[config.mk]
export PLATFORM = sky130hd
export DESIGN_NAME = acc_emit_flat
export DESIGN_NICKNAME = d
export VERILOG_FILES = /design/src/rtl/core/acc_pkg.sv /design/src/rtl/core/acc_out_if.sv /design/src/rtl/core/acc_emit.sv /design/src/flat_wrapper.sv
export SDC_FILE = /design/constraint.sdc
export NUM_CORES = 1
export LEC_CHECK = 0
export BUFFER_PORTS_ARGS = -buffer_cell sky130_fd_sc_hd__buf_2
export CORE_AREA = 2 2 451 453
export DETAILED_ROUTE_END_ITERATION = 6
export DIE_AREA = 0 0 453 455
export MAX_ROUTING_LAYER = met4
export PLACE_DENSITY_LB_ADDON = 0.3
export SYNTH_ARGS = -nofsm -noshare
export SYNTH_HDL_FRONTEND = slang
export SYNTH_SLANG_ARGS = --single-unit
[constraint.sdc]
create_clock -name clk -period 2.98 [get_ports clk]
set_input_delay 0.447 -clock clk [delete_from_list [all_inputs] [get_ports clk]]
set_output_delay 0.447 -clock clk [all_outputs]
set_load 0.05 [all_outputs]
[src/rtl/core/acc_pkg.sv]
// Shared constants, types and arithmetic helpers for the affine chain composer.
package acc_pkg;

  localparam int DATA_W        = 32;
  localparam int FRACTION_BITS = 16;
  localparam int MATRIX_ELEMS  = 16;
  localparam int DIM_MAX       = 4;
  localparam int DIM_MIN       = 3;
  localparam int ROW_W         = 2;
  localparam int PROD_W        = 2 * DATA_W;
  localparam int RND_W         = PROD_W - FRACTION_BITS;
  localparam int SUM_W         = RND_W + 3;
  localparam int CFG_IDX_W     = 2;
  localparam int CFG_DATA_W    = 1;

  localparam bit HAS_3D = (MATRIX_ELEMS >= 16);

  typedef logic signed [DATA_W-1:0] word_t;
  typedef logic [ROW_W-1:0] row_idx_t;

  localparam word_t ONE = word_t'(1 << FRACTION_BITS);

  localparam row_idx_t ROW_LAST_3D = row_idx_t'(DIM_MAX - 1);
  localparam row_idx_t ROW_LAST_2D = row_idx_t'(DIM_MIN - 1);

  localparam logic [CFG_IDX_W-1:0] CFG_DIM_MODE    = CFG_IDX_W'(0);
  localparam logic [CFG_IDX_W-1:0] CFG_DERIV_ORDER = CFG_IDX_W'(1);

  localparam logic MAT_PRODUCT = 1'b0;
  localparam logic MAT_DERIV   = 1'b1;

  localparam logic signed [PROD_W-1:0] RND_HALF = PROD_W'(1) << (FRACTION_BITS - 1);
  localparam logic signed [SUM_W-1:0] SAT_HI =
    {{(SUM_W - DATA_W + 1){1'b0}}, {(DATA_W - 1){1'b1}}};
  localparam logic signed [SUM_W-1:0] SAT_LO =
    {{(SUM_W - DATA_W + 1){1'b1}}, {(DATA_W - 1){1'b0}}};

  typedef struct packed {
    logic [DATA_W-1:0] p;
    logic [DATA_W-1:0] d;
    logic              p_sat;
    logic              d_sat;
  } lane_res_t;

  typedef struct packed {
    logic [DATA_W-1:0] v;
    logic              sat;
  } sat_t;

  typedef struct packed {
    logic load;
    logic flag;
    logic dim4;
    logic order;
  } emit_ctl_t;

  // Rounds a full product to the fraction width: add half an LSB, then floor.
  function automatic logic signed [RND_W-1:0] round_prod(input logic signed [PROD_W-1:0] p);
    logic signed [PROD_W-1:0] t;
    t = p + RND_HALF;
    return t[PROD_W-1:FRACTION_BITS];
  endfunction

  function automatic sat_t sat_word(input logic signed [SUM_W-1:0] s);
    sat_t r;
    if (s > SAT_HI) begin
      r.v   = SAT_HI[DATA_W-1:0];
      r.sat = 1'b1;
    end else if (s < SAT_LO) begin
      r.v   = SAT_LO[DATA_W-1:0];
      r.sat = 1'b1;
    end else begin
      r.v   = s[DATA_W-1:0];
      r.sat = 1'b0;
    end
    return r;
  endfunction

endpackage

[src/rtl/core/acc_out_if.sv]
// Result channel carrying one row of the composed product or its derivative.
interface acc_out_if;
  logic                 valid;
  logic                 ready;
  logic                 which_matrix;
  acc_pkg::row_idx_t    out_row;
  acc_pkg::word_t       out_c0;
  acc_pkg::word_t       out_c1;
  acc_pkg::word_t       out_c2;
  acc_pkg::word_t       out_c3;
  logic                 overflow_seen;
  logic                 last_row;

  modport source (
    output valid, which_matrix, out_row, out_c0, out_c1, out_c2, out_c3,
           overflow_seen, last_row,
    input  ready
  );
  modport sink (
    input  valid, which_matrix, out_row, out_c0, out_c1, out_c2, out_c3,
           overflow_seen, last_row,
    output ready
  );
endinterface

[src/rtl/core/acc_emit.sv]
// Output buffer that holds a finished chain and sends it out one row per item.
module acc_emit (
  input  logic               clk,
  input  logic               rst_n,
  input  acc_pkg::emit_ctl_t ctl_i,
  input  acc_pkg::word_t     p_i [acc_pkg::DIM_MAX][acc_pkg::DIM_MAX],
  input  acc_pkg::word_t     d_i [acc_pkg::DIM_MAX][acc_pkg::DIM_MAX],
  output logic               busy_o,
  acc_out_if.source          out_ch
);

  acc_pkg::word_t    buf_r [2][acc_pkg::DIM_MAX][acc_pkg::DIM_MAX];
  logic              flag_r;
  logic              dim4_r;
  logic              order_r;
  logic              valid_r;
  logic              valid_nxt;
  logic              sel_r;
  logic              sel_nxt;
  acc_pkg::row_idx_t row_r;
  acc_pkg::row_idx_t row_nxt;
  acc_pkg::row_idx_t row_last;
  logic              is_last;
  logic              out_acc;

  always_ff @(posedge clk) begin
    if (ctl_i.load) begin
      buf_r[acc_pkg::MAT_PRODUCT] <= p_i;
      buf_r[acc_pkg::MAT_DERIV]   <= d_i;
      flag_r  <= ctl_i.flag;
      dim4_r  <= ctl_i.dim4;
      order_r <= ctl_i.order;
    end
  end

  assign row_last = dim4_r ? acc_pkg::ROW_LAST_3D : acc_pkg::ROW_LAST_2D;
  assign is_last  = (row_r == row_last) && (sel_r == order_r);
  assign out_acc  = valid_r && out_ch.ready;

  always_comb begin
    valid_nxt = valid_r;
    sel_nxt   = sel_r;
    row_nxt   = row_r;
    if (ctl_i.load) begin
      valid_nxt = 1'b1;
      sel_nxt   = acc_pkg::MAT_PRODUCT;
      row_nxt   = '0;
    end else if (out_acc) begin
      if (is_last) begin
        valid_nxt = 1'b0;
      end else if (row_r == row_last) begin
        row_nxt = '0;
        sel_nxt = acc_pkg::MAT_DERIV;
      end else begin
        row_nxt = row_r + 1'b1;
      end
    end
  end

  always_ff @(posedge clk) begin
    if (!rst_n) begin
      valid_r <= 1'b0;
      sel_r   <= acc_pkg::MAT_PRODUCT;
      row_r   <= '0;
    end else begin
      valid_r <= valid_nxt;
      sel_r   <= sel_nxt;
      row_r   <= row_nxt;
    end
  end

  assign busy_o              = valid_r;
  assign out_ch.valid        = valid_r;
  assign out_ch.which_matrix = sel_r;
  assign out_ch.out_row      = row_r;
  assign out_ch.out_c0       = buf_r[sel_r][row_r][0];
  assign out_ch.out_c1       = buf_r[sel_r][row_r][1];
  assign out_ch.out_c2       = buf_r[sel_r][row_r][2];
  assign out_ch.out_c3       = dim4_r ? buf_r[sel_r][row_r][3] : '0;
  assign out_ch.overflow_seen = flag_r;
  assign out_ch.last_row     = is_last;

endmodule
[src/flat_wrapper.sv]
// flat-port wrapper written by rule: the top's interface ports become plain ports
module acc_emit_flat 
  (clk, rst_n, ctl_i, p_i, d_i, busy_o, out_ch_valid, out_ch_which_matrix, out_ch_out_row, out_ch_out_c0, out_ch_out_c1, out_ch_out_c2, out_ch_out_c3, out_ch_overflow_seen, out_ch_last_row, out_ch_ready);
  acc_out_if out_ch_i ();
  input  logic clk;
  input  logic rst_n;
  input  acc_pkg::emit_ctl_t ctl_i;
  input  acc_pkg::word_t p_i[acc_pkg::DIM_MAX][acc_pkg::DIM_MAX];
  input  acc_pkg::word_t d_i[acc_pkg::DIM_MAX][acc_pkg::DIM_MAX];
  output logic busy_o;
  output wire logic [$bits(out_ch_i.valid)-1:0] out_ch_valid;
  output wire logic [$bits(out_ch_i.which_matrix)-1:0] out_ch_which_matrix;
  output wire logic [$bits(out_ch_i.out_row)-1:0] out_ch_out_row;
  output wire logic [$bits(out_ch_i.out_c0)-1:0] out_ch_out_c0;
  output wire logic [$bits(out_ch_i.out_c1)-1:0] out_ch_out_c1;
  output wire logic [$bits(out_ch_i.out_c2)-1:0] out_ch_out_c2;
  output wire logic [$bits(out_ch_i.out_c3)-1:0] out_ch_out_c3;
  output wire logic [$bits(out_ch_i.overflow_seen)-1:0] out_ch_overflow_seen;
  output wire logic [$bits(out_ch_i.last_row)-1:0] out_ch_last_row;
  input wire logic [$bits(out_ch_i.ready)-1:0] out_ch_ready;
  assign out_ch_valid = out_ch_i.valid;
  assign out_ch_which_matrix = out_ch_i.which_matrix;
  assign out_ch_out_row = out_ch_i.out_row;
  assign out_ch_out_c0 = out_ch_i.out_c0;
  assign out_ch_out_c1 = out_ch_i.out_c1;
  assign out_ch_out_c2 = out_ch_i.out_c2;
  assign out_ch_out_c3 = out_ch_i.out_c3;
  assign out_ch_overflow_seen = out_ch_i.overflow_seen;
  assign out_ch_last_row = out_ch_i.last_row;
  assign out_ch_i.ready = out_ch_ready;
  acc_emit u_core (.clk(clk), .rst_n(rst_n), .ctl_i(ctl_i), .p_i(p_i), .d_i(d_i), .busy_o(busy_o), .out_ch(out_ch_i));
endmodule
==> results of run 1 <==
routing by layer:
layer | vias to the layer above | share of wire (%)
li1 | 11749 | -
met4 | 0 | 3.1
met1 | 13945 | 39
met5 | - | 0
met2 | 1253 | 51
met3 | 238 | 7.2
critical path, delay by kind of cell, from the launching register on:
family                 cells  cell delay (ns)
muxes                      2             0.78
buffers and inverters      4             0.71
DFF                        1             0.42
final timing paths:
check	from	end	slack, ns
max	flop	out_ch_out_c1[19]	-0.14
min	ctl_i[3]	u_core.buf_r[0][148]$_DFFE_PP_	0.12
max reg2reg	u_core.out_ch.out_row[0]$_SDFFE_PP0P_	u_core.busy_o$_SDFFE_PN0P_	0.88
min reg2reg	u_core.out_ch.which_matrix$_SDFFE_PP0P_	u_core.out_ch.which_matrix$_SDFFE_PP0P_	0.55
registers in the layout (all words and copies together) (netlist names), named ones only:
signal                       flops
u_core.out_ch.which_matrix       1
u_core.buf_r                  1024
u_core.dim4_r                    1
u_core.out_ch.overflow_seen      1
u_core.busy_o                    1
u_core.order_r                   1
u_core.out_ch.out_row            2
synth_stat cells, drive strengths merged:
master  number
o221a        1
or2          1
mux2       160
inv         14
and3         1
nor2         2
and2         1
a31oi        1
a41oi        1
a211oi       1
nand3        1
buf         53
o221ai      32
edfxtp    1027
nand2b       5
dfxtp        5
o22ai        1
clkbuf      32
a21oi       33
xnor2        2
a31o         1
clkinv      19
mux4       224
cells by family (layout without fill, tap and decap cells):
| kind of cell | Yosys count | after routing |
|---|---|---|
| DFF | 1032 | 1032 |
| muxes | 384 | 384 |
| buffers and inverters | 118 | 2606 |
| AOI/OAI and AO/OA | 71 | 71 |
| and+or+nand+nor | 11 | 11 |
| xor gates and xnor gates | 2 | 2 |
| other | 0 | 32 |
final cells by class:
class | count | area share [%]
antenna | 32 | 0.122
multi-input combinational | 468 | 12.0
sequential | 1032 | 47.2
clock inverter | 79 | 1.14
tap | 2672 | 5.09
clock buffer | 139 | 4.55
timing repair buffer | 2355 | 29.7
inverter | 33 | 0.196
where the power goes:
group          leakage [nW]  switching, mW  total [mW]  internal (mW)
Sequential             10.1          0.510        17.8           17.3
Clock                  1.82           6.28        14.1           7.83
Combinational          12.5           2.01        4.37           2.35
what timing repair did:
item / 4_1_cts / 5_1_grt
cloned: 10 / 20
buffers inserted: 13 / 18
endpoints found under the setup margin: 129 / 129
pin swaps: 4 / 18
hold buffers: 1030 / 0
hold endpoints to repair: 1031 / 0
resized for setup: 210 / 235
through the flow:
step	setup slack, ns	std cells
final	-0.138	6810
after global routing	-0.276	6806
after CTS	-0.281	6744
after detailed placement	0.502	5473
after global placement	0.509	5473
after floorplan	0.214	1618
==> results by group, run 1 <==
Placed design
  – DP HPWL: 116000 um
  – I/O Buffers: 1165
  – DP Area: 49100 um^2
  – GPL Wtd Cong: 0.916

Global routing
  – Met1 Track Usage GR: roughly 18%
  – Total GRT Usage: 15.1%
  – First-pass GRT wire length: 213000 um
  – Total grt overflow: 0
  – Vias in the first global route: 28776
  – Layer with the highest usage: met2
  – Initial antenna violation count: 48
  – Pin count of the biggest net entering global routing: 86
  – M2 GR Usage: between 20% and 30%
  – Grt met3 use: 3.75%

CTS
  – Worst-path clk slew: roughly 0.060 ns
  – Clk buf depth: 3
  – CTS tree: done
  – Clock Tree Root: clkbuf_16
  – Num CTS Buffers: 116
  – Skew-Pair Late Insertion Delay: around 0.76 ns
  – CTS Sinks: 1032
  – H-Tree Depth: 3

Critical path
  – WP data arrival: 2.67 ns
  – Reg2reg path depth: 5
  – Critical path fanouts, max: 8
  – Critical-path top delay cell: mux4_2
  – Kind of critical path: reg -> out
  – Setup crit end kind: primary output
  – CP peak stage delay: 0.50 ns
  – Crit start category: flop
  – Worst path cell trace: buf_8 -> clkbuf_16 -> clkbuf_16 -> mux4_2 -> mux2_2 -> buf_6
  – Most used cell, CP: clkbuf_16
  – CP required: 2.53 ns

Outcome
  – Failing checks: negative setup slack
  – Status: finished with violations

Power
  – Power Total: between 30 and 40 mW
  – Pwr dens: 552 nW/um^2
  – Max VDD drop: between 0.5 and 0.6 mV
  – Leakage: 24.5 nW

Cells and area
  – Share of layout cells above drive strength 1: 46.8%
  – Reg area: 31000 um^2
  – Filler cells: between 15000 and 20000
  – Area grow syn2layout: 68.4%
  – Most common cell after layout, fill and taps aside: buf_2
  – Footprint of the multi-input gates: 7870 um^2
  – Util after Layout: 32.6%
  – Net count of the finished layout: slightly above 5000
  – Final Cell Area: around 66000 um^2
  – Highest-count cells in the layout ignoring fill and taps: buf_2 (1041), dlygate4sd3_1 (1030), edfxtp_1 (1027)

Routing
  – Drt via density: between 3 and 4
  – Post-route ant nets: 0
  – Routed WL per cell: 23.7 um
  – Via count: between 20000 and 30000
  – TritonRoute pass-1 iters: 5
  – Residual DRC: 0
  – Starting DRC count in detailed routing: 2347
  – Detailed Route WL: between 150000 and 200000 um

Yosys
  – Syn Nets: roughly 2600
  – Mapped Cells: 1618
  – Sequential fraction of the synthesis area: 79.4%
  – Mux contribution to synthesized area: about 18%
  – Synthesized flop and latch total: ~1000
  – Post-Synth Adder-Cell Area: 0%
  – Area share of the largest cell type after synthesis: roughly four fifths
  – Simple-gate area share of the yosys netlist: 0.161%
  – Mapped Avg Cell Area: ~24 um^2
  – Compound-cell area share of the yosys netlist: approximately 1.3%
  – Area leader, netlist: edfxtp_1
  – Post-synthesis xor/xnor area fraction: 0.0450%
  – Synth unique cells: 27
  – Post-Synthesis Cell Area: 39000 um^2
  – Largest family of logic cells by synthesized area: multiplexers
  – Yosys warns: 0
  – Synth top area cells: edfxtp_1 (79%), mux4_2 (13%), mux2_2 (4.1%)

Timing
  – PnR worst setup slack: -0.138 ns
  – Minimum clock period: 3.12 ns
  – RSZ-0062 raised after global routing: true
  – Slew @ Worst Pin: 0.637 ns
  – Hold Vio Cnt, Final: 0
  – Worst Hold Margin: 0.117 ns
  – Final Skew: between 0.015 and 0.02 ns
  – Setup TNS: -8.54 ns
  – Final period util: 105%
  – Max Fclk: 321 MHz
  – Max transition margin: a little under three fifths
  – Final count of negative-setup-slack endpoints: ~110
  – Final count of pins violating max slew: 0

Die
  – Num ports: 1166
  – Rows: 165
  – Die footprint: 206000 um^2
  – Die Ht: 455 um
  – Initial Util: 19.4%
  – Die Width: 453 um
  – Core box area: 201000 um^2

Hold path
  – Hold WC Path Type: in -> reg
  – Hold path cells: 1

Run
  – Max cap viols: 0
Power figures use the tool's default switching activity.
==> run 2, diff against run 1 <==
Clock period 2.98 ns to 3.1 ns, I/O delays scaled along.
==> run 2 against run 1 <==
- the run still ends with negative setup slack left
- wire length decreased by 0.96%
- via count decreased by 1.2%
- clock skew increased by 0.014 ns
- final area decreased by 1.1%
- flip-flop and latch count unchanged
- register-to-register slack improved by 0.03 ns
- clock power about the same
- die area unchanged
- combinational power decreased by 6.4%
- critical path type unchanged
- highest routed layer unchanged
==> results by group, run 2 (synthesis gave the netlist of run 1 again) <==
Timing
  – Hold Vio Cnt, Final: 0
  – Worst Hold Margin: 0.112 ns
  – Final count of pins violating max slew: 0
  – Minimum clock period: 3.19 ns
  – Final period util: 103%
  – RSZ-0062 raised after global routing: true
  – Final Skew: 0.0336 ns
  – Slew @ Worst Pin: 0.783 ns
  – Final count of negative-setup-slack endpoints: 63
  – Max transition margin: 47.8%
  – Max Fclk: around 310 MHz
  – PnR worst setup slack: -0.0884 ns
  – Setup TNS: -1.90 ns

CTS
  – Num CTS Buffers: 117
  – Clk buf depth: 3
  – CTS tree: done
  – CTS Sinks: 1032
  – Clock Tree Root: clkbuf_16
  – H-Tree Depth: 3
  – Worst-path clk slew: around 0.060 ns
  – Skew-Pair Late Insertion Delay: approximately 0.76 ns

Routing
  – Starting DRC count in detailed routing: 2303
  – Routed WL per cell: 23.5 um
  – Post-route ant nets: 0
  – Drt via density: 3.95
  – Via count: 26848
  – Residual DRC: 0
  – TritonRoute pass-1 iters: 5
  – Detailed Route WL: 160000 um

Cells and area
  – Net count of the finished layout: around 5000
  – Most common cell after layout, fill and taps aside: buf_2
  – Highest-count cells in the layout ignoring fill and taps: buf_2 (1066), dlygate4sd3_1 (1029), edfxtp_1 (1027)
  – Footprint of the multi-input gates: 7710 um^2
  – Max reg flops: about 1000
  – Reg area: 31000 um^2
  – Filler cells: 19572
  – Share of layout cells above drive strength 1: 45.8%
  – Area grow syn2layout: 66.5%
  – Util after Layout: 32.2%
  – Top reg by flops: u_core.buf_r

Critical path
  – CP required: 2.63 ns
  – WP data arrival: 2.72 ns
  – R2R Path Start: u_core.out_ch.out_row[0]$_SDFFE_PP0P_
  – Kind of critical path: reg -> out
  – Crit start category: flop
  – Critical path fanouts, max: 9
  – Setup crit end kind: primary output

Power
  – Pwr dens: approximately 540 nW/um^2
  – Leakage: 24.1 nW
  – Sw Pwr: roughly 8.4 mW
  – Clk pwr share: between 30% and 40%
  – Cell internal pwr: 26.6 mW
  – Net Sw Frac: 23.9%
  – Reg power frac: 48.8%
  – Max VDD drop: 0.447 mV
  – Combinational power share: 11.7%

Global routing
  – Total grt overflow: 0
  – Total GRT Usage: 15.2%
  – Pin count of the biggest net entering global routing: 95
  – Vias in the first global route: 28901
  – Initial antenna violation count: 56
  – First-pass GRT wire length: 214000 um

Hold path
  – Min-delay src: out_ch_ready
  – Hold WC Path Type: in -> reg

Die
  – Die Ht: 455 um
  – Initial Util: 19.4%
  – Die Width: 453 um
  – Num ports: 1166
  – Rows: around 170
  – Core box area: 201000 um^2
  – Die footprint: between 200000 and 250000 um^2

Placed design
  – DP HPWL: 115000 um
  – I/O Buffers: 1165
  – GPL Wtd Cong: 0.926

Outcome
  – Failing checks: negative setup slack
  – Status: finished with violations

Run
  – Max cap viols: 0
-- run 2: stage by stage --
step / instance area, um^2 / power [mW] / setup slack (ns) / std cells
after CTS: 64500 / 35.4 / -0.216 / 6741
final: 64900 / 35.0 / -0.0884 / 6794
after global placement: 48900 / 20.0 / 0.486 / 5459
after detailed placement: 48900 / 20.0 / 0.465 / 5459
after floorplan: 39000 / 18.3 / 0.316 / 1618
after global routing: 64900 / 36.2 / -0.237 / 6790
-- run 2: layout make-up --
class / instances / area share [%]
clock inverter: 73 / 1.16
clock buffer: 142 / 4.66
timing repair buffer: 2328 / 29.1
inverter: 33 / 0.216
tap: 2672 / 5.15
antenna: 46 / 0.177
multi-input combinational: 468 / 11.9
sequential: 1032 / 47.7
-- run 2: per-layer routing --
| metal | routed length, um | GRT usage, % |
|---|---|---|
| met5 | 0 | - |
| met1 | 60400 | 17.4 |
| met2 | 81600 | 25.3 |
| met3 | 12600 | 4.09 |
| met4 | 5230 | 5.72 |
-- run 2: critical path, stage by stage, from the launching register on --
cell and delay, ns:
dfxtp_4 0.35, buf_12 0.13, buf_16 0.18, buf_8 0.16
buf_16 0.13, mux4_2 0.51, mux2_2 0.29, buf_6 0.16
-- run 2: final timing paths --
path / to / depth (start not counted) / slack [ns]
setup / recovery: out_ch_out_c2[21] / 7 / -0.09
hold / removal: u_core.out_ch.out_row[0]$_SDFFE_PP0P_ / 3 / 0.11
setup reg to reg: u_core.busy_o$_SDFFE_PN0P_ / 6 / 0.91
hold reg to reg: u_core.out_ch.which_matrix$_SDFFE_PP0P_ / 2 / 0.56
-- run 2: timing repair --
action	CTS	global route
hold endpoints to repair	1032	0
endpoints found under the setup margin	128	125
buffers inserted	26	4
hold buffers	1029	0
gates resized for setup	268	35
cloned	12	5
pin swaps	10	3
-- run 2: power groups by stage --
stage          Sequential [mW]  Combinational [mW]  Clock [mW]
2_1_floorplan             17.0                1.23           0
6_report                  17.1                4.09        13.8
5_1_grt                   17.2                4.30        14.7
3_5_place_dp              17.3                2.70           0
4_1_cts                   17.1                4.09        14.2
3_3_place_gp              17.3                2.67           0
